## config.mk

```make
export PLATFORM = sky130hd
export DESIGN_NAME = tcdd_front
export DESIGN_NICKNAME = d
export VERILOG_FILES = /design/src/rtl/core/tcdd_pkg.sv /design/src/rtl/core/tcdd_front.sv
export SDC_FILE = /design/constraint.sdc
export NUM_CORES = 1
export LEC_CHECK = 0
export ABC_AREA = 0
export BUFFER_PORTS_ARGS = -buffer_cell sky130_fd_sc_hd__buf_4
export CAP_MARGIN = 5
export CORE_MARGIN = 4
export CORE_UTILIZATION = 54
export DETAILED_ROUTE_END_ITERATION = 10
export PLACE_DENSITY = 0.85
export SETUP_SLACK_MARGIN = 0.4
export SYNTH_ARGS = -nofsm -noshare
export SYNTH_HDL_FRONTEND = slang
export SYNTH_SLANG_ARGS = --single-unit
```

## constraint.sdc

```tcl
create_clock -name vclk -period 9.7
set_clock_uncertainty 0.1 [all_clocks]
set_input_delay 1.455 -clock vclk [all_inputs]
set_output_delay 1.455 -clock vclk [all_outputs]
set_load 0.005 [all_outputs]
```

## src/rtl/core/tcdd_pkg.sv

```systemverilog
package tcdd_pkg;

  localparam int unsigned DefMaxCellsX = 32;
  localparam int unsigned DefMaxCellsY = 32;
  localparam int unsigned DefMaxCellsZ = 32;

  // Cell indices are carried in 8 bits, wider than the largest legal grid axis needs.
  localparam int unsigned IdxW  = 8;
  localparam int unsigned AccW  = 48;
  localparam int unsigned WordW = 4 * AccW;

  localparam logic [1:0] OpClear   = 2'd0;
  localparam logic [1:0] OpDeposit = 2'd1;
  localparam logic [1:0] OpRead    = 2'd2;

  localparam logic [2:0] RegCellsX  = 3'd0;
  localparam logic [2:0] RegCellsY  = 3'd1;
  localparam logic [2:0] RegCellsZ  = 3'd2;
  localparam logic [2:0] RegInvVol  = 3'd3;

  typedef struct packed {
    logic [1:0]          op;
    logic                zero;
    logic [IdxW-1:0]     ix0;
    logic [IdxW-1:0]     ix1;
    logic [IdxW-1:0]     iy0;
    logic [IdxW-1:0]     iy1;
    logic [IdxW-1:0]     iz0;
    logic [IdxW-1:0]     iz1;
    logic [15:0]         gx;
    logic [15:0]         gy;
    logic [15:0]         gz;
    logic signed [23:0]  q;
    logic signed [23:0]  dx;
    logic signed [23:0]  dy;
    logic signed [23:0]  dz;
  } cmd_t;

  function automatic logic signed [AccW-1:0] sat48(input logic signed [49:0] v);
    logic signed [AccW-1:0] r;
    if (v > 50'sh0_7FFF_FFFF_FFFF) begin
      r = 48'sh7FFF_FFFF_FFFF;
    end else if (v < -50'sh0_8000_0000_0000) begin
      r = 48'sh8000_0000_0000;
    end else begin
      r = v[AccW-1:0];
    end
    return r;
  endfunction

endpackage

```

## src/rtl/core/tcdd_front.sv

```systemverilog
module tcdd_front import tcdd_pkg::*; #(
  parameter int unsigned MaxCellsX = DefMaxCellsX,
  parameter int unsigned MaxCellsY = DefMaxCellsY,
  parameter int unsigned MaxCellsZ = DefMaxCellsZ
) (
  input  logic        [5:0]  cells_x_i,
  input  logic        [5:0]  cells_y_i,
  input  logic        [5:0]  cells_z_i,
  input  logic        [1:0]  operation_i,
  input  logic        [15:0] frac_x_i,
  input  logic        [15:0] frac_y_i,
  input  logic        [15:0] frac_z_i,
  input  logic signed [23:0] charge_i,
  input  logic signed [23:0] dipole_x_i,
  input  logic signed [23:0] dipole_y_i,
  input  logic signed [23:0] dipole_z_i,
  input  logic        [4:0]  read_cell_x_i,
  input  logic        [4:0]  read_cell_y_i,
  input  logic        [4:0]  read_cell_z_i,
  output logic               keep_o,
  output cmd_t               cmd_o
);

  function automatic logic [5:0] eff_cells(input logic [5:0] c, input int unsigned maxc);
    logic [5:0] r;
    if (c == 6'd0) begin
      r = 6'd1;
    end else if (32'(c) > maxc) begin
      r = 6'(maxc);
    end else begin
      r = c;
    end
    return r;
  endfunction

  logic [5:0]  ex, ey, ez;
  logic [21:0] sx, sy, sz;
  logic [6:0]  nx, ny, nz;
  logic        deposit;

  always_comb begin
    ex = eff_cells(cells_x_i, MaxCellsX);
    ey = eff_cells(cells_y_i, MaxCellsY);
    ez = eff_cells(cells_z_i, MaxCellsZ);
    sx = 22'(ex) * 22'(frac_x_i);
    sy = 22'(ey) * 22'(frac_y_i);
    sz = 22'(ez) * 22'(frac_z_i);
    nx = 7'(sx[21:16]) + 7'd1;
    ny = 7'(sy[21:16]) + 7'd1;
    nz = 7'(sz[21:16]) + 7'd1;
    deposit = (operation_i == OpDeposit);

    cmd_o      = '0;
    cmd_o.op   = operation_i;
    cmd_o.q    = charge_i;
    cmd_o.dx   = dipole_x_i;
    cmd_o.dy   = dipole_y_i;
    cmd_o.dz   = dipole_z_i;
    cmd_o.gx   = sx[15:0];
    cmd_o.gy   = sy[15:0];
    cmd_o.gz   = sz[15:0];
    cmd_o.zero = (32'(read_cell_x_i) >= MaxCellsX) || (32'(read_cell_y_i) >= MaxCellsY) ||
                 (32'(read_cell_z_i) >= MaxCellsZ);
    if (deposit) begin
      cmd_o.ix0 = IdxW'(sx[21:16]);
      cmd_o.iy0 = IdxW'(sy[21:16]);
      cmd_o.iz0 = IdxW'(sz[21:16]);
      // The upper neighbor wraps to cell zero at the grid edge.
      cmd_o.ix1 = (nx == 7'(ex)) ? '0 : IdxW'(nx);
      cmd_o.iy1 = (ny == 7'(ey)) ? '0 : IdxW'(ny);
      cmd_o.iz1 = (nz == 7'(ez)) ? '0 : IdxW'(nz);
    end else begin
      cmd_o.ix0 = IdxW'(read_cell_x_i);
      cmd_o.iy0 = IdxW'(read_cell_y_i);
      cmd_o.iz0 = IdxW'(read_cell_z_i);
    end
    keep_o = (operation_i == OpClear) || deposit || (operation_i == OpRead);
  end

endmodule

```

Yosys cells after proc, flatten, opt, wreduce, memory -nomap -nowiden
Index checks and enable logic that the tools add are counted.
{ "totals": {"wordCells": 35, "out_inout_bits": 196, "in_bits": 179, "regBits": 0} }
{ "op_classes": {"add_sub_neg": 3, "muxes": 15, "n_lt_le_gt_ge": 3, "mul": 3, "eq_ne": 5, "n_reduce_logical": 6} }
{ "ops": {"columns": ["cell", "n"], "rows": [
  ["6-bit by 16-bit multiplier with 22-bit output", 3],
  ["6-bit two-way mux", 9],
  ["7-bit two-way mux", 6],
  ["6-bit by 1-bit adder with 7-bit output, second input constant", 3],
  ["7-bit by 6-bit equality test with 1-bit output", 3],
  ["6-bit > comparator, second input constant", 3],
  ["6-bit zero test", 3],
  ["2-bit by 1-bit equality test with 1-bit output, second input constant", 1],
  ["2-bit equality test, second input constant", 1],
  ["2-bit zero test", 1],
  ["1-bit logical OR", 2]
]} }

Longest topological paths before layout
{ "depth": {"depth_word": 8, "ltp_mapped": 27, "ltp_nobuf": 24} }

Least setup slack after synthesis
No wires, ideal clock.
{ "synth_path": {"path_kind": "input port to output port", "from": "in cells_z_i[1]", "to": "out cmd_o[148] (netlist bit)", "n_path_buf": 3, "arrival_time_ns": 6.941, "path_slack_ns": 1.204, "required_time_ns": 8.145, "cell_stages": 26, "cell_sequence": "nor4_1 nor2_1 nor2_1 clkbuf_1 nand2_1 fa_1 inv_1 fa_1 inv_1 fa_1 inv_1 ha_1 buf_2 and4_1 and2_4 a211oi_2 a21oi_1 nor3_2 ha_1 inv_1 xnor2_1 xnor2_1 or4_1 buf_2 nor3b_1 nor3_1"} }
{ "synth_rtl": {"columns": ["item", "line", "rtl"], "rows": [
  ["start, declared", "tcdd_front.sv:8", "input logic [5:0] cells_z_i,"],
  ["end, declared", "tcdd_front.sv:21", "output cmd_t cmd_o"]
]} }

==> metrics.txt <==
status=finished clean; register area share after synthesis=0%; seq_cells=0; vias in the first global route=9957; Startpoint Class=primary input; core area=0.0203 mm^2; setup TNS=0 ns; cell count after synthesis=1388; fmax=111 MHz; CP endpoint kind=output port; drt first pass iters=5; Mapped Area=0.0112 mm^2; CP max stage delay=0.54 ns; min-delay src=dipole_z_i[11]; num rows=52; CP Class=in -> out; Worst Path Required=8.15 ns; fraction of layout cells with a size suffix above 1=16.4%; Hold Crit Class=in -> out; Port Buffers=173; final setup vio count=0; CP bufs+invs=6; Hold Fails Final Rpt=0; Worst Slack Setup Final=0.671 ns; unrepaired setup endpoints after global routing=false; initial core utilization=55.1%; Avg Cell Area, Syn=8.06 um^2; final hold slack=2.81 ns; worst-margin pin slew=0.801 ns; slowest CP cell=fa_1; register area=0 um^2; Hold Buf Count CTS=0; DR vias/cell=5.59; Min-Delay Path Depth=0; post-route ant nets=0; global-route wire length before repair=48000 um; PD cells=113 mW/mm^2; initial DRC count=522; CP Cell Sequence=buf_4, nor4_1, nor2_1, nor2_1, buf_4, nand2_1, fa_1, inv_1, fa_1, inv_1, fa_1, inv_1, ha_1, and4_1, and2_4, a211oi_2, a21oi_1, nor3_4, nor3b_2, xor3_1, or4_4, nor3b_1, nor3_1, buf_4; Slew headroom=46.6%; Die Area=0.0231 mm^2; crit path DAT=7.47 ns; dpl hpwl=24000 um; initial antenna violation count=1; Die Y=152 um; GPL Wtd Cong=0.962; largest net degree at the start of global routing=34; Post-Route WL=28500 um; Synth warnings=0; die width=152 um; routed vias=9610; crit path time final=9.03 ns; CP max FO=17; dpl ws=0.324 ns; final net count=1893; fin crit share=93.1%; VDD IR max=0.103 mV; synthesis-to-finish area growth=8.54%; Netlist cell types=80; cell family with most CP delay=simple AND/OR/NAND/NOR gates; commonest non-fill, non-tap cell in the layout=and2_1; WL/cell=16.6 um; placed cells=1711; Max Cap Viol=0; Total GRT Usage=24.2%; DRC=0; io pins=375; Slew Limit Fails=0; ant diodes=0; leakage power=6.32 nW; Worst Hold End=cmd_o[11]; Final Non-Filler Cells=1718; grt ovf=0; Clock Buffer Count=0; most frequent cells in the layout=and2_1, inv_1, buf_4, fa_1, nand2_1
synthesized netlist by cell type, types with 22 or more instances:
cell | number | area share, %
and2_1 | 238 | 13
inv_1 | 208 | 7.0
fa_1 | 168 | 30
nand2_1 | 119 | 4.0
buf_4 | 109 | 7.3
ha_1 | 96 | 11
nor2_1 | 47 | 1.6
xnor2_1 | 45 | 3.5
a21oi_1 | 43 | 1.9
o21ai_0 | 29 | 1.3
clkbuf_1 | 27 | 0.91
a21o_1 | 22 | 1.5
routing by layer:
| metal | GRT usage, % | vias to the layer above | routed length [um] |
|---|---|---|---|
| met5 | 0 | - | 13 |
| met4 | 5.35 | 2 | 654 |
| met1 | 31.6 | 4703 | 11900 |
| li1 | - | 4425 | - |
| met2 | 42.5 | 407 | 13800 |
| met3 | 3.50 | 73 | 2080 |
final cells by class:
type / count / area [um^2]
Fill cell: 1762 / 8160
Inverter: 208 / 781
Multi-Input combinational cell: 1042 / 9530
Tap cell: 270 / 338
Timing Repair Buffer: 198 / 1490
cells by family (layout without fill, tap and decap cells):
group	Yosys count	after routing	synth area share (%)
muxes	2	2	0.190
and+or+nand+nor	519	519	25.6
adders and majority gates	264	264	40.8
xor gates and xnor gates	69	69	5.80
other	1	10	0.0335
buffers and inverters	355	406	15.7
AOI/OAI and AO/OA	178	178	11.9
report_power, final:
part	internal, mW	switching (mW)
Sequential	0	0
Combinational	0.616	0.750
Clock	0	0
Total	0.616	0.750
stage by stage:
step	power [mW]	instance area, um^2	util [%]
4_1_cts	1.33	12000	59.2
2_1_floorplan	0.908	11200	-
6_report	1.37	12100	59.8
3_3_place_gp	1.28	12000	59.2
5_1_grt	1.51	12100	59.8
3_5_place_dp	1.32	12000	59.2
worst max-delay path by stage:
stage,cells past startpoint,from,slack [ns],to
global route,24,cells_y_i[1],0.36,cmd_o[160]
detailed placement,25,cells_y_i[1],0.32,cmd_o[163]
finish,24,cells_z_i[1],0.67,cmd_o[148]
floorplan,26,cells_z_i[1],1.20,cmd_o[148]
CTS,23,cells_y_i[1],0.51,cmd_o[163]
global placement,23,cells_y_i[1],0.41,cmd_o[163]
timing repair:
| action | 4_1_cts | 5_1_grt |
|---|---|---|
| gates resized for setup | 2 | 10 |
| gates cloned | 0 | 0 |
| buffers inserted | 0 | 7 |
| endpoints found under the setup margin | 6 | 15 |
| pin swaps | 0 | 6 |
(Power assumes the default switching activity.)
