--- src/rtl/core/tcdd_pkg.sv ---
package tcdd_pkg;

  localparam int unsigned DefMaxCellsX = 32;
  localparam int unsigned DefMaxCellsY = 32;
  localparam int unsigned DefMaxCellsZ = 32;

  // Cell indices are carried in 8 bits, wider than the largest legal grid axis needs.
  localparam int unsigned IdxW  = 8;
  localparam int unsigned AccW  = 48;
  localparam int unsigned WordW = 4 * AccW;

  localparam logic [1:0] OpClear   = 2'd0;
  localparam logic [1:0] OpDeposit = 2'd1;
  localparam logic [1:0] OpRead    = 2'd2;

  localparam logic [2:0] RegCellsX  = 3'd0;
  localparam logic [2:0] RegCellsY  = 3'd1;
  localparam logic [2:0] RegCellsZ  = 3'd2;
  localparam logic [2:0] RegInvVol  = 3'd3;

  typedef struct packed {
    logic [1:0]          op;
    logic                zero;
    logic [IdxW-1:0]     ix0;
    logic [IdxW-1:0]     ix1;
    logic [IdxW-1:0]     iy0;
    logic [IdxW-1:0]     iy1;
    logic [IdxW-1:0]     iz0;
    logic [IdxW-1:0]     iz1;
    logic [15:0]         gx;
    logic [15:0]         gy;
    logic [15:0]         gz;
    logic signed [23:0]  q;
    logic signed [23:0]  dx;
    logic signed [23:0]  dy;
    logic signed [23:0]  dz;
  } cmd_t;

  function automatic logic signed [AccW-1:0] sat48(input logic signed [49:0] v);
    logic signed [AccW-1:0] r;
    if (v > 50'sh0_7FFF_FFFF_FFFF) begin
      r = 48'sh7FFF_FFFF_FFFF;
    end else if (v < -50'sh0_8000_0000_0000) begin
      r = 48'sh8000_0000_0000;
    end else begin
      r = v[AccW-1:0];
    end
    return r;
  endfunction

endpackage

--- src/rtl/core/tcdd_queue.sv ---
module tcdd_queue import tcdd_pkg::*; (
  input  logic clk_i,
  input  logic rst_ni,
  input  logic push_i,
  input  cmd_t data_i,
  input  logic pop_i,
  output cmd_t data_o,
  output logic empty_o,
  output logic full_o
);

  cmd_t       mem_q [2];
  logic       wr_q, rd_q;
  logic [1:0] cnt_q;

  always_ff @(posedge clk_i or negedge rst_ni) begin
    if (!rst_ni) begin
      wr_q  <= 1'b0;
      rd_q  <= 1'b0;
      cnt_q <= 2'd0;
    end else begin
      if (push_i) begin
        wr_q <= ~wr_q;
      end
      if (pop_i) begin
        rd_q <= ~rd_q;
      end
      cnt_q <= cnt_q + 2'(push_i) - 2'(pop_i);
    end
  end

  always_ff @(posedge clk_i) begin
    if (push_i) begin
      mem_q[wr_q] <= data_i;
    end
  end

  assign data_o  = mem_q[rd_q];
  assign empty_o = (cnt_q == 2'd0);
  assign full_o  = (cnt_q == 2'd2);

endmodule

--- config.mk ---
export PLATFORM = sky130hd
export DESIGN_NAME = tcdd_queue
export DESIGN_NICKNAME = d
export VERILOG_FILES = /design/src/rtl/core/tcdd_pkg.sv /design/src/rtl/core/tcdd_queue.sv
export SDC_FILE = /design/constraint.sdc
export NUM_CORES = 1
export LEC_CHECK = 0
export BUFFER_PORTS_ARGS = -buffer_cell sky130_fd_sc_hd__buf_2
export CORE_UTILIZATION = 30
export CTS_CLUSTER_SIZE = 14
export DETAILED_ROUTE_END_ITERATION = 12
export PLACE_DENSITY_LB_ADDON = 0.2
export REMOVE_ABC_BUFFERS = 1
export SLEW_MARGIN = 0
export SYNTH_ARGS = -nofsm -noshare
export SYNTH_HDL_FRONTEND = slang
export SYNTH_SLANG_ARGS = --single-unit
--- constraint.sdc ---
create_clock -name clk_i -period 29.5 [get_ports clk_i]
set_clock_uncertainty 0.05 [all_clocks]
set_input_delay 2.95 -clock clk_i [delete_from_list [all_inputs] [get_ports clk_i]]
set_output_delay 2.95 -clock clk_i [all_outputs]
set_load 0.01 [all_outputs]
# Word-level counts from Yosys, hierarchy flattened
# Memory sizes are Yosys's and may differ from the RTL's.
# Cells that the tools add are included.
# Widths: inputs -> output; s select.
[totals] mem_bits_rw=390 output_inout_bits=197 register_bits=4 n_memories=1
[mem_list] name="mem_q" words=2 width=195 read_ports=1 rd_clocked_by_memory_dff=0 write_ports=1 line_no="tcdd_queue.sv:12" source="cmd_t mem_q [2];"
[classes] muxes=2 bitwise=2 eq_ne=1 add_sub_neg=2 n_reduce_logical=1
[ops] op="$add 2x1->2" count=1
[ops] op="$eq 2x2->1 const B" count=1
[ops] op="$logic_not 2->1" count=1
[ops] op="$mux 1" count=2
[ops] op="$not 1->1" count=2
[ops] op="$sub 2x1->2" count=1

# Logic depth before layout (Yosys ltp)
# Gate-level depths: netlist of run 1.
[logic_depth] word_depth=2 ltp_mapped=5 mapped_depth_nobuf=5

# Worst setup path after synthesis of run 1
# Ideal clock, no wire load.
[synth_timing] path_type="input port to flip-flop" from="input push_i" to="memory mem_q[0][0] (netlist bit), enable pin" setup_slack_ns=17.313 arrival_ns=11.360 path_stages=1 required_ns=28.673 n_path_buf=0 setup_ns=0.777 cell_sequence="nor2b_1"
[synth_via] elab_chain_cells=2
[synth_rtl] item="start, declared" line_no="tcdd_queue.sv:4" source="input logic push_i,"
[synth_rtl] item="$mux 1" line_no="tcdd_queue.sv:33" source="if (push_i) begin"
[synth_rtl] item="$mux 1 (not written as such)" line_no="tcdd_queue.sv:34" source="mem_q[wr_q] <= data_i;"
[synth_rtl] item="end, declared" line_no="tcdd_queue.sv:12"
# Every way passes these cells.

==> results of run 1 <==
how the worst max path moves through the flow:
stage / slack [ns] / to / cells past startpoint
finish: 23.57 / data_o[36] / 3
global route: 23.43 / data_o[11] / 3
CTS: 23.49 / data_o[11] / 3
detailed placement: 23.74 / mem_q[1][125] / 4
global placement: 23.76 / mem_q[1][106] / 4
floorplan: 17.31 / mem_q[0][0] / 1
logic make-up (layout without fill, tap and decap cells):
| logic type | Yosys count | after routing | synth area share (%) |
|---|---|---|---|
| buffers and inverters | 24 | 478 | 1.51 |
| and+or+nand+nor | 4 | 4 | 0.152 |
| muxes | 195 | 195 | 18.3 |
| other | 0 | 2 | 0 |
| adders and majority gates | 2 | 2 | 0.169 |
| DFF | 394 | 394 | 79.6 |
| xor gates and xnor gates | 3 | 3 | 0.278 |
layout by cell type (no fill, tap or decap), types with 2 or more instances in the layout:
master       n
buf_2      395
edfxtp_1   390
mux2_4     140
mux2_2      55
clkbuf_16   45
clkinv_1    13
clkbuf_1     7
clkinv_2     6
buf_4        5
dfrtp_1      3
diode_2      2
inv_1        2
xor2_1       2
ha_1         2
bufinv_16    2
buf_12       2
per-stage QoR:
stage          hold slack, ns  util (%)  worst slack [ns]
6_report                0.493      38.6             23.57
5_1_grt                 0.537      38.5             23.43
4_1_cts                 0.497      38.5             23.49
3_5_place_dp            0.489      35.9             23.74
3_3_place_gp            0.485      35.9             23.76
2_1_floorplan           0.405         -             17.31
cell type report:
| type | instances | area, um2 |
|---|---|---|
| fillers | 4595 | 30000 |
| flip-flops and latches | 394 | 11800 |
| multi-input cells | 204 | 2820 |
| repair buffers | 402 | 2050 |
| clock buffers | 52 | 1150 |
| well taps | 664 | 831 |
| clock inverters | 22 | 148 |
| inverters | 2 | 7.51 |
| diodes | 2 | 5.00 |
per-layer routing:
| metal | vias to the layer above | wire length, um | track usage (%) |
|---|---|---|---|
| met1 | 3598 | 12800 | 14.4 |
| met5 | - | 40 | 0 |
| li1 | 3341 | - | - |
| met2 | 229 | 15400 | 19.4 |
| met3 | 49 | 2480 | 4.76 |
| met4 | 6 | 600 | 3.77 |
report_power, final:
| part | total [mW] | leakage [nW] | switching [mW] | internal, mW |
|---|---|---|---|---|
| Combinational | 0.549 | 3.03 | 0.278 | 0.272 |
| Sequential | 0.781 | 3.71 | 0.0373 | 0.744 |
| Clock | 0.500 | 0.639 | 0.207 | 0.293 |
| Total | 1.83 | 7.38 | 0.522 | 1.31 |
synthesized netlist by cell type:
master	number
nor2b_1	2
buf_2	5
nor2_1	1
and2_1	1
edfxtp_1	390
mux2_4	140
mux2_2	55
dfrtp_1	4
xor2_1	2
buf_6	17
inv_1	2
xor3_1	1
ha_1	2
registers in the layout (all words and copies together) (netlist names):
| name | flops |
|---|---|
| wr_q | 1 |
| mem_q | 390 |
| cnt_q | 2 |
| rd_q | 1 |
==> impl_metrics.toml, run 1 <==
[global_route]
gr-total-overflow = 0
grt_max_degree = 133
grt_pass1_vias = 7459
grt_pass1_wl_mm = 44.9
grt_util_all_layers_pct = 11.9
grt_antenna_before_repair = 5

[floorplan]
die_x_um = 224
ios = 396
die_y_um = 224
rows = 81
coreArea_um2 = 48800
start_util_pct = 30.4
die_area_um2 = 50400

[worst_setup_path]
required_ns = 26.50
rr_startpoint = "wr_q"
crit_path_end_kind = "primary output"
r2r-end = "mem_q[1][156]"
worstPathCellList = "buf_12 > mux2_2 > buf_2"
ff2ff_setup_slack_ns = 26.55
critPathLaunchType = "flip-flop"
cpMaxStageDelayCell = "dfrtp_4"
crit_family = "flip-flops"
ff2ff_path_depth = 3
worstPathArrival_ns = 2.93
path_buf_inv = 2
critPathMaxFanout = 110
cp_slowest_stage_delay_ns = 0.91
startpoint = "rd_q"
path_class = "flip-flop to primary output"

[logic_synthesis]
synth_seq_cells = 394
synthTopCellsByArea = "edfxtp_1 (79%), mux2_4 (14%), mux2_2 (4.2%)"
synthCells = 622
ys_seq_area_share_pct = 79.6
netlist_area_um2 = 14800
ys_warn_count = 0
syn_avg_cell_area_um2 = 23.9
ys_types = 13
yosysTopAreaCell = "edfxtp_1"
synth_top_area_share_pct = 78.9

[timing]
min_period_ns = 5.93
slew_viol_final = 0
final.period_utilization_pct = 20.1
maxSlewHeadroom_pct = 23.3
setup_violations = 0
finalHoldViolCount = 0
finalSetupTns_ns = 0
rsz0062_at_grt = "false"
clock.fmax_mhz = 169
tightestPinTransition_ns = 1.15

[worst_hold_path]
hp-class = "flip-flop to flip-flop"
min_delay_worst_endpoint = "wr_q"
hp-start = "wr_q"
hold_depth = 1

[power_and_ir_drop]
power-per-cell-area_nw_per_um2 = 97.2
power_mw = 1.83
p_leak_nw = 7.38
ir_drop_mv = 0.0523

[place]
dp.cells = 1666
placed_area_um2 = 17500
dp.final_hpwl_mm = 19.9
port-buffer-count = 395
gp_congestion = 0.700

[detailed_routing]
drt_iter0_drc = 282
wl_per_cell_um = 18.0
totalWireLength_mm = 31.3
ant_nets = 0
dr_total_vias = 7223
drc = 0
drt_first_pass_iters = 6
viasPerCell = 4.15

[run]
max_cap_viol_count = 0

[clock_tree]
cts.sinks = 394
cts_tree = "built"
cts-resized-gates = 0
cts_buffers = 44
cts_max_level = 2
cts_root_buffer = "clkbuf_16"
cts_setup_buffers = 0
cts_buffer_depth = 3
clk_pin_slew_ns = 0.06
cts.hold.buffers_added = 0
clkLatencyLatePin_ns = 0.54

[final_layout]
drive_above_1_share_pct = 60.8
stdcell_area_um2 = 18800
finalNetCount = 1249
syn_to_final_growth_pct = 26.9
layoutNonFillerInstCount = 1742

[status]
status = "completed"
No activity file was read; power rests on OpenSTA's default activity.
==> run 2, diff against run 1 <==
==> constraint.sdc (replaced) <==
create_clock -name clk_i -period 6 [get_ports clk_i]
set_clock_uncertainty 0.05 [all_clocks]
set_input_delay 0.6 -clock clk_i [delete_from_list [all_inputs] [get_ports clk_i]]
set_output_delay 0.6 -clock clk_i [all_outputs]
set_load 0.01 [all_outputs]
==> run 2 against run 1 <==
  * Wire length shrank 0.43%
  * Combinational power grew to 5.0 times the previous value
  * First-iteration DRC count grew 20%
  * Design area grew 0.42%
  * Global-route usage shrank 0.084 points
  * Non-clock buffer count is the same
  * Core utilization grew 0.16 points
  * Count of clock-buffer cells in the layout is the same
  * Die area is the same
  * Clock power grew to 5.1 times the previous value
  * Largest cell class unchanged
  * Largest power group unchanged
==> impl_metrics.toml, run 2 (same netlist as run 1, synthesis figures left out) <==
[timing]
finalSetupTns_ns = 0
clock.fmax_mhz = 321
slew_viol_final = 0
setup_violations = 0
tightestPinTransition_ns = 0.977
fin_ws_ns = 2.89
final.period_utilization_pct = 51.9
rsz0062_at_grt = "false"
maxSlewHeadroom_pct = 34.9
min_period_ns = 3.11
finalHoldViolCount = 0

[final_layout]
max_flop_register = "mem_q"
drive_above_1_share_pct = 60.8
syn_to_final_growth_pct = 27.4
fillerInstances = 4623
layout_common_cells = "buf_2 (395), edfxtp_1 (390), mux2_4 (140)"
largest_register_ff_count = 390
layout_commonest_cell = "buf_2"
top_regs = "mem_q (390), cnt_q (2)"
final_util_pct = 38.7
finalNetCount = 1249

[clock_tree]
cts_tree = "built"
clkLatencyLatePin_ns = 0.56
cts_setup_buffers = 0
cts_buffer_depth = 3
clk_pin_slew_ns = 0.06
cts_max_level = 2
cts_root_buffer = "clkbuf_16"
cts_buffers = 44
cts-resized-gates = 0
cts.sinks = 394

[worst_setup_path]
critPathMaxFanout = 97
rr_startpoint = "wr_q"
r2r-end = "mem_q[1][13]"
critPathLaunchType = "flip-flop"
required_ns = 5.35
worstPathArrival_ns = 2.46
path_class = "flip-flop to primary output"
ff2ff_path_depth = 2
crit_path_end_kind = "primary output"
ff2ff_setup_slack_ns = 3.58

[worst_hold_path]
min_delay_worst_endpoint = "mem_q[0][194]"
hp-start = "data_i[194]"
hp-class = "input port to flip-flop"
hold_depth = 1

[power_and_ir_drop]
p_leak_nw = 7.40
power-per-cell-area_nw_per_um2 = 481
ir_drop_mv = 0.271

[global_route]
gr-total-overflow = 0
grt_antenna_before_repair = 5
grt_util_all_layers_pct = 11.9
grt_pass1_vias = 7436
grt_max_degree = 122
grt_pass1_wl_mm = 44.8

[detailed_routing]
drt_first_pass_iters = 4
ant_nets = 0
top_layer_used = "met5"
viasPerCell = 4.16
dr_total_vias = 7248
drt-met1-wl_mm = 12.4
wl_met3_mm = 2.61
met2_length_mm = 15.4
drc = 0
totalWireLength_mm = 31.1
drt_iter0_drc = 339
wl_per_cell_um = 17.9

[floorplan]
start_util_pct = 30.4
rows = 81
die_area_um2 = 50400
die_x_um = 224
coreArea_um2 = 48800
ios = 396
die_y_um = 224

[place]
dp.final_hpwl_mm = 19.5
port-buffer-count = 395
dp_slack_ns = 3.32
gp_congestion = 0.695

[status]
status = "completed"

[run]
max_cap_viol_count = 0
-- run 2: changes by cell type in the layout (fill, tap and decap cells not counted) --
cell | before | now
clkinv_2 | 6 | 4
clkinvlp_4 | 0 | 1
buf_4 | 5 | 2
diode_2 | 2 | 1
inv_6 | 0 | 3
dlygate4sd3_1 | 0 | 1
bufinv_16 | 2 | 3
buf_12 | 2 | 4
-- run 2: final cells by class --
class / count / area (um2) / area share [%]
clock buffers: 52 / 1150 / 6.09
clock inverters: 25 / 201 / 1.07
inverters: 2 / 7.51 / 0.0397
multi-input cells: 204 / 2820 / 14.9
diodes: 1 / 2.50 / 0.0132
repair buffers: 402 / 2080 / 11.0
well taps: 664 / 831 / 4.39
flip-flops and latches: 394 / 11800 / 62.5
-- run 2: repair_timing --
action	in CTS	in global routing
endpoints found under the setup margin	0	0
hold endpoints to repair	4	0
hold buffers	1	0
-- run 2: worst max path at each step --
stage,start,endpoint,cells past startpoint
2_1_floorplan,push_i,mem_q[0][0],1
3_3_place_gp,push_i,mem_q[1][191],3
3_5_place_dp,push_i,mem_q[1][25],3
4_1_cts,rd_q,data_o[24],3
5_1_grt,rd_q,data_o[189],3
6_report,rd_q,data_o[189],3
-- run 2: metrics by stage --
stage	area (um2)	std cells	hold slack (ns)	power (mW)
after CTS	18900	1743	0.125	9.27
after detailed placement	17500	1665	0.367	6.67
final	18900	1744	0.171	9.09
after floorplan	14600	600	0.254	6.19
after global placement	17500	1665	0.363	6.67
after global routing	18900	1744	0.134	9.52
-- run 2: critical path: stages, from the launching register on --
cell     delay (ns)
dfrtp_4        0.60
buf_12         0.49
mux2_2         0.42
buf_2          0.14
-- run 2: layer usage --
| metal | up-vias | track usage, % |
|---|---|---|
| met2 | 234 | 19.5 |
| met1 | 3597 | 14.0 |
| met4 | 8 | 3.82 |
| met5 | - | 0 |
| met3 | 60 | 5.04 |
| li1 | 3349 | - |
-- run 2: power by group --
part / leakage, nW / switching [mW] / internal [mW]
registers: 3.71 / 0.134 / 3.66
clock network: 0.659 / 1.05 / 1.49
logic: 3.04 / 1.42 / 1.33
==> run 3, diff against run 2 <==
==> constraint.sdc (replaced) <==
create_clock -name clk_i -period 3 [get_ports clk_i]
set_clock_uncertainty 0.05 [all_clocks]
set_input_delay 0.3 -clock clk_i [delete_from_list [all_inputs] [get_ports clk_i]]
set_output_delay 0.3 -clock clk_i [all_outputs]
set_load 0.01 [all_outputs]
==> run 3 against run 2 <==
  * Via count up 10%
  * Core utilization up 4.2 points
  * Critical path depth unchanged
  * Flip-flop and latch count unchanged
  * Register-to-register slack worse by 2.1 ns
  * Combinational power up 110%
  * Non-clock buffer count up 203
  * Sequential power up 100%
==> impl_metrics.toml, run 3 (same netlist as run 1, synthesis figures left out) <==
[timing]
whs_ns = 0.0604
setup_violations = 0
finalSetupTns_ns = 0
rsz0062_at_grt = "false"
fin_ws_ns = 0.533
slew_viol_final = 0
clock.fmax_mhz = 405
tightestPinTransition_ns = 0.488
min_period_ns = 2.47
maxSlewHeadroom_pct = 67.5
final.period_utilization_pct = 82.2
finalHoldViolCount = 0

[floorplan]
start_util_pct = 30.4
die_x_um = 224
ios = 396
coreArea_um2 = 48800
die_y_um = 224
die_area_um2 = 50400
rows = 81

[worst_hold_path]
hp-class = "input port to asynchronous set/reset pin"

[status]
status = "completed"

[final_layout]
layoutNonFillerInstCount = 1946
fillerInstances = 4465
drive_above_1_share_pct = 51.7
final_util_pct = 42.9
layout_common_cells = "buf_2 (395), edfxtp_1 (390), dlygate4sd3_1 (198)"
largest_register_ff_count = 390
stdcell_area_um2 = 21000
diodes = 0
layout_commonest_cell = "buf_2"
syn_to_final_growth_pct = 41.1
finalNetCount = 1452
max_flop_register = "mem_q"
multiInputGateArea_um2 = 2820
register_area_um2 = 11800
top_regs = "mem_q (390), cnt_q (2)"

[run]
max_cap_viol_count = 0

[place]
gp_congestion = 0.727
port-buffer-count = 395
dp_slack_ns = 1.08
dp.cells = 1671
placed_area_um2 = 17700
dp.final_hpwl_mm = 20.4

[clock_tree]
cts_root_buffer = "clkbuf_16"
cts.hold.buffers_added = 198
clk_pin_slew_ns = 0.06
cts_buffer_depth = 3
cts_buffers = 44
cts_max_level = 2
cts_setup_buffers = 0
cts_tree = "built"
cts-resized-gates = 0
clkLatencyLatePin_ns = 0.54
cts.sinks = 394

[detailed_routing]
ant_nets = 0
totalWireLength_mm = 32.2
wl_per_cell_um = 16.5
viasPerCell = 4.10
drt_first_pass_iters = 4
drc = 0
dr_total_vias = 7978
drt_iter0_drc = 358

[worst_setup_path]
crit_path_end_kind = "primary output"
required_ns = 2.65
ff2ff_path_depth = 2
critPathLaunchType = "flip-flop"
r2r-end = "mem_q[0][111]"
worstPathArrival_ns = 2.12
rr_startpoint = "wr_q"
path_class = "flip-flop to primary output"
critPathMaxFanout = 20
ff2ff_setup_slack_ns = 1.48

[power_and_ir_drop]
p_leak_nw = 8.27
ir_drop_mv = 0.519
power-per-cell-area_nw_per_um2 = 875
power_mw = 18.3

[global_route]
grt_antenna_before_repair = 2
grt_pass1_vias = 8497
grt_pass1_wl_mm = 47.3
grt_util_all_layers_pct = 12.4
grt_max_degree = 77
gr-total-overflow = 0
## run 3: changes by cell type in the layout (fill, tap and decap cells not counted), sizes merged
cell / previous run / this run
clkinv: 18 / 22
bufinv: 3 / 2
buf: 401 / 407
diode: 1 / 0
inv: 5 / 2
clkbuf: 52 / 53
dlygate4sd3: 1 / 198
clkinvlp: 1 / 0
## run 3: metal layers
metal  global-route usage (%)  vias up  routed length, um
met5                        0        -                  8
met4                     4.59        2                777
met3                     4.02       53               2330
met2                     21.0      228              16000
met1                     14.6     3947              13100
li1                         -     3748                  -
## run 3: how the worst max path moves through the flow
stage	slack (ns)	startpoint	endpoint
after global routing	0.43	rd_q	data_o[36]
after CTS	0.46	rd_q	data_o[44]
after floorplan	-6.83	wr_q	mem_q[0][0]
final	0.53	rd_q	data_o[44]
after detailed placement	1.08	rd_q	data_o[190]
after global placement	1.09	rd_q	data_o[44]
## run 3: layout make-up
class | count | share of cell area [%]
sequential | 394 | 56.4
timing repair buffer | 605 | 19.9
multi-input combinational | 204 | 13.5
clock buffer | 53 | 5.52
tap | 664 | 3.97
clock inverter | 24 | 0.764
inverter | 2 | 0.0358
## run 3: report_power, final
| part | leakage [nW] | total, mW | internal, mW | switching [mW] |
|---|---|---|---|---|
| registers | 3.71 | 7.59 | 7.30 | 0.284 |
| clock network | 0.653 | 4.96 | 2.90 | 2.06 |
| logic | 3.91 | 5.78 | 2.90 | 2.88 |
| total | 8.27 | 18.3 | 13.1 | 5.23 |
## run 3: worst max-delay path, cell delays in order (launching register included)
cell and delay [ns]:
dfrtp_4 0.60, buf_4 0.41, mux2_2 0.39, buf_2 0.15
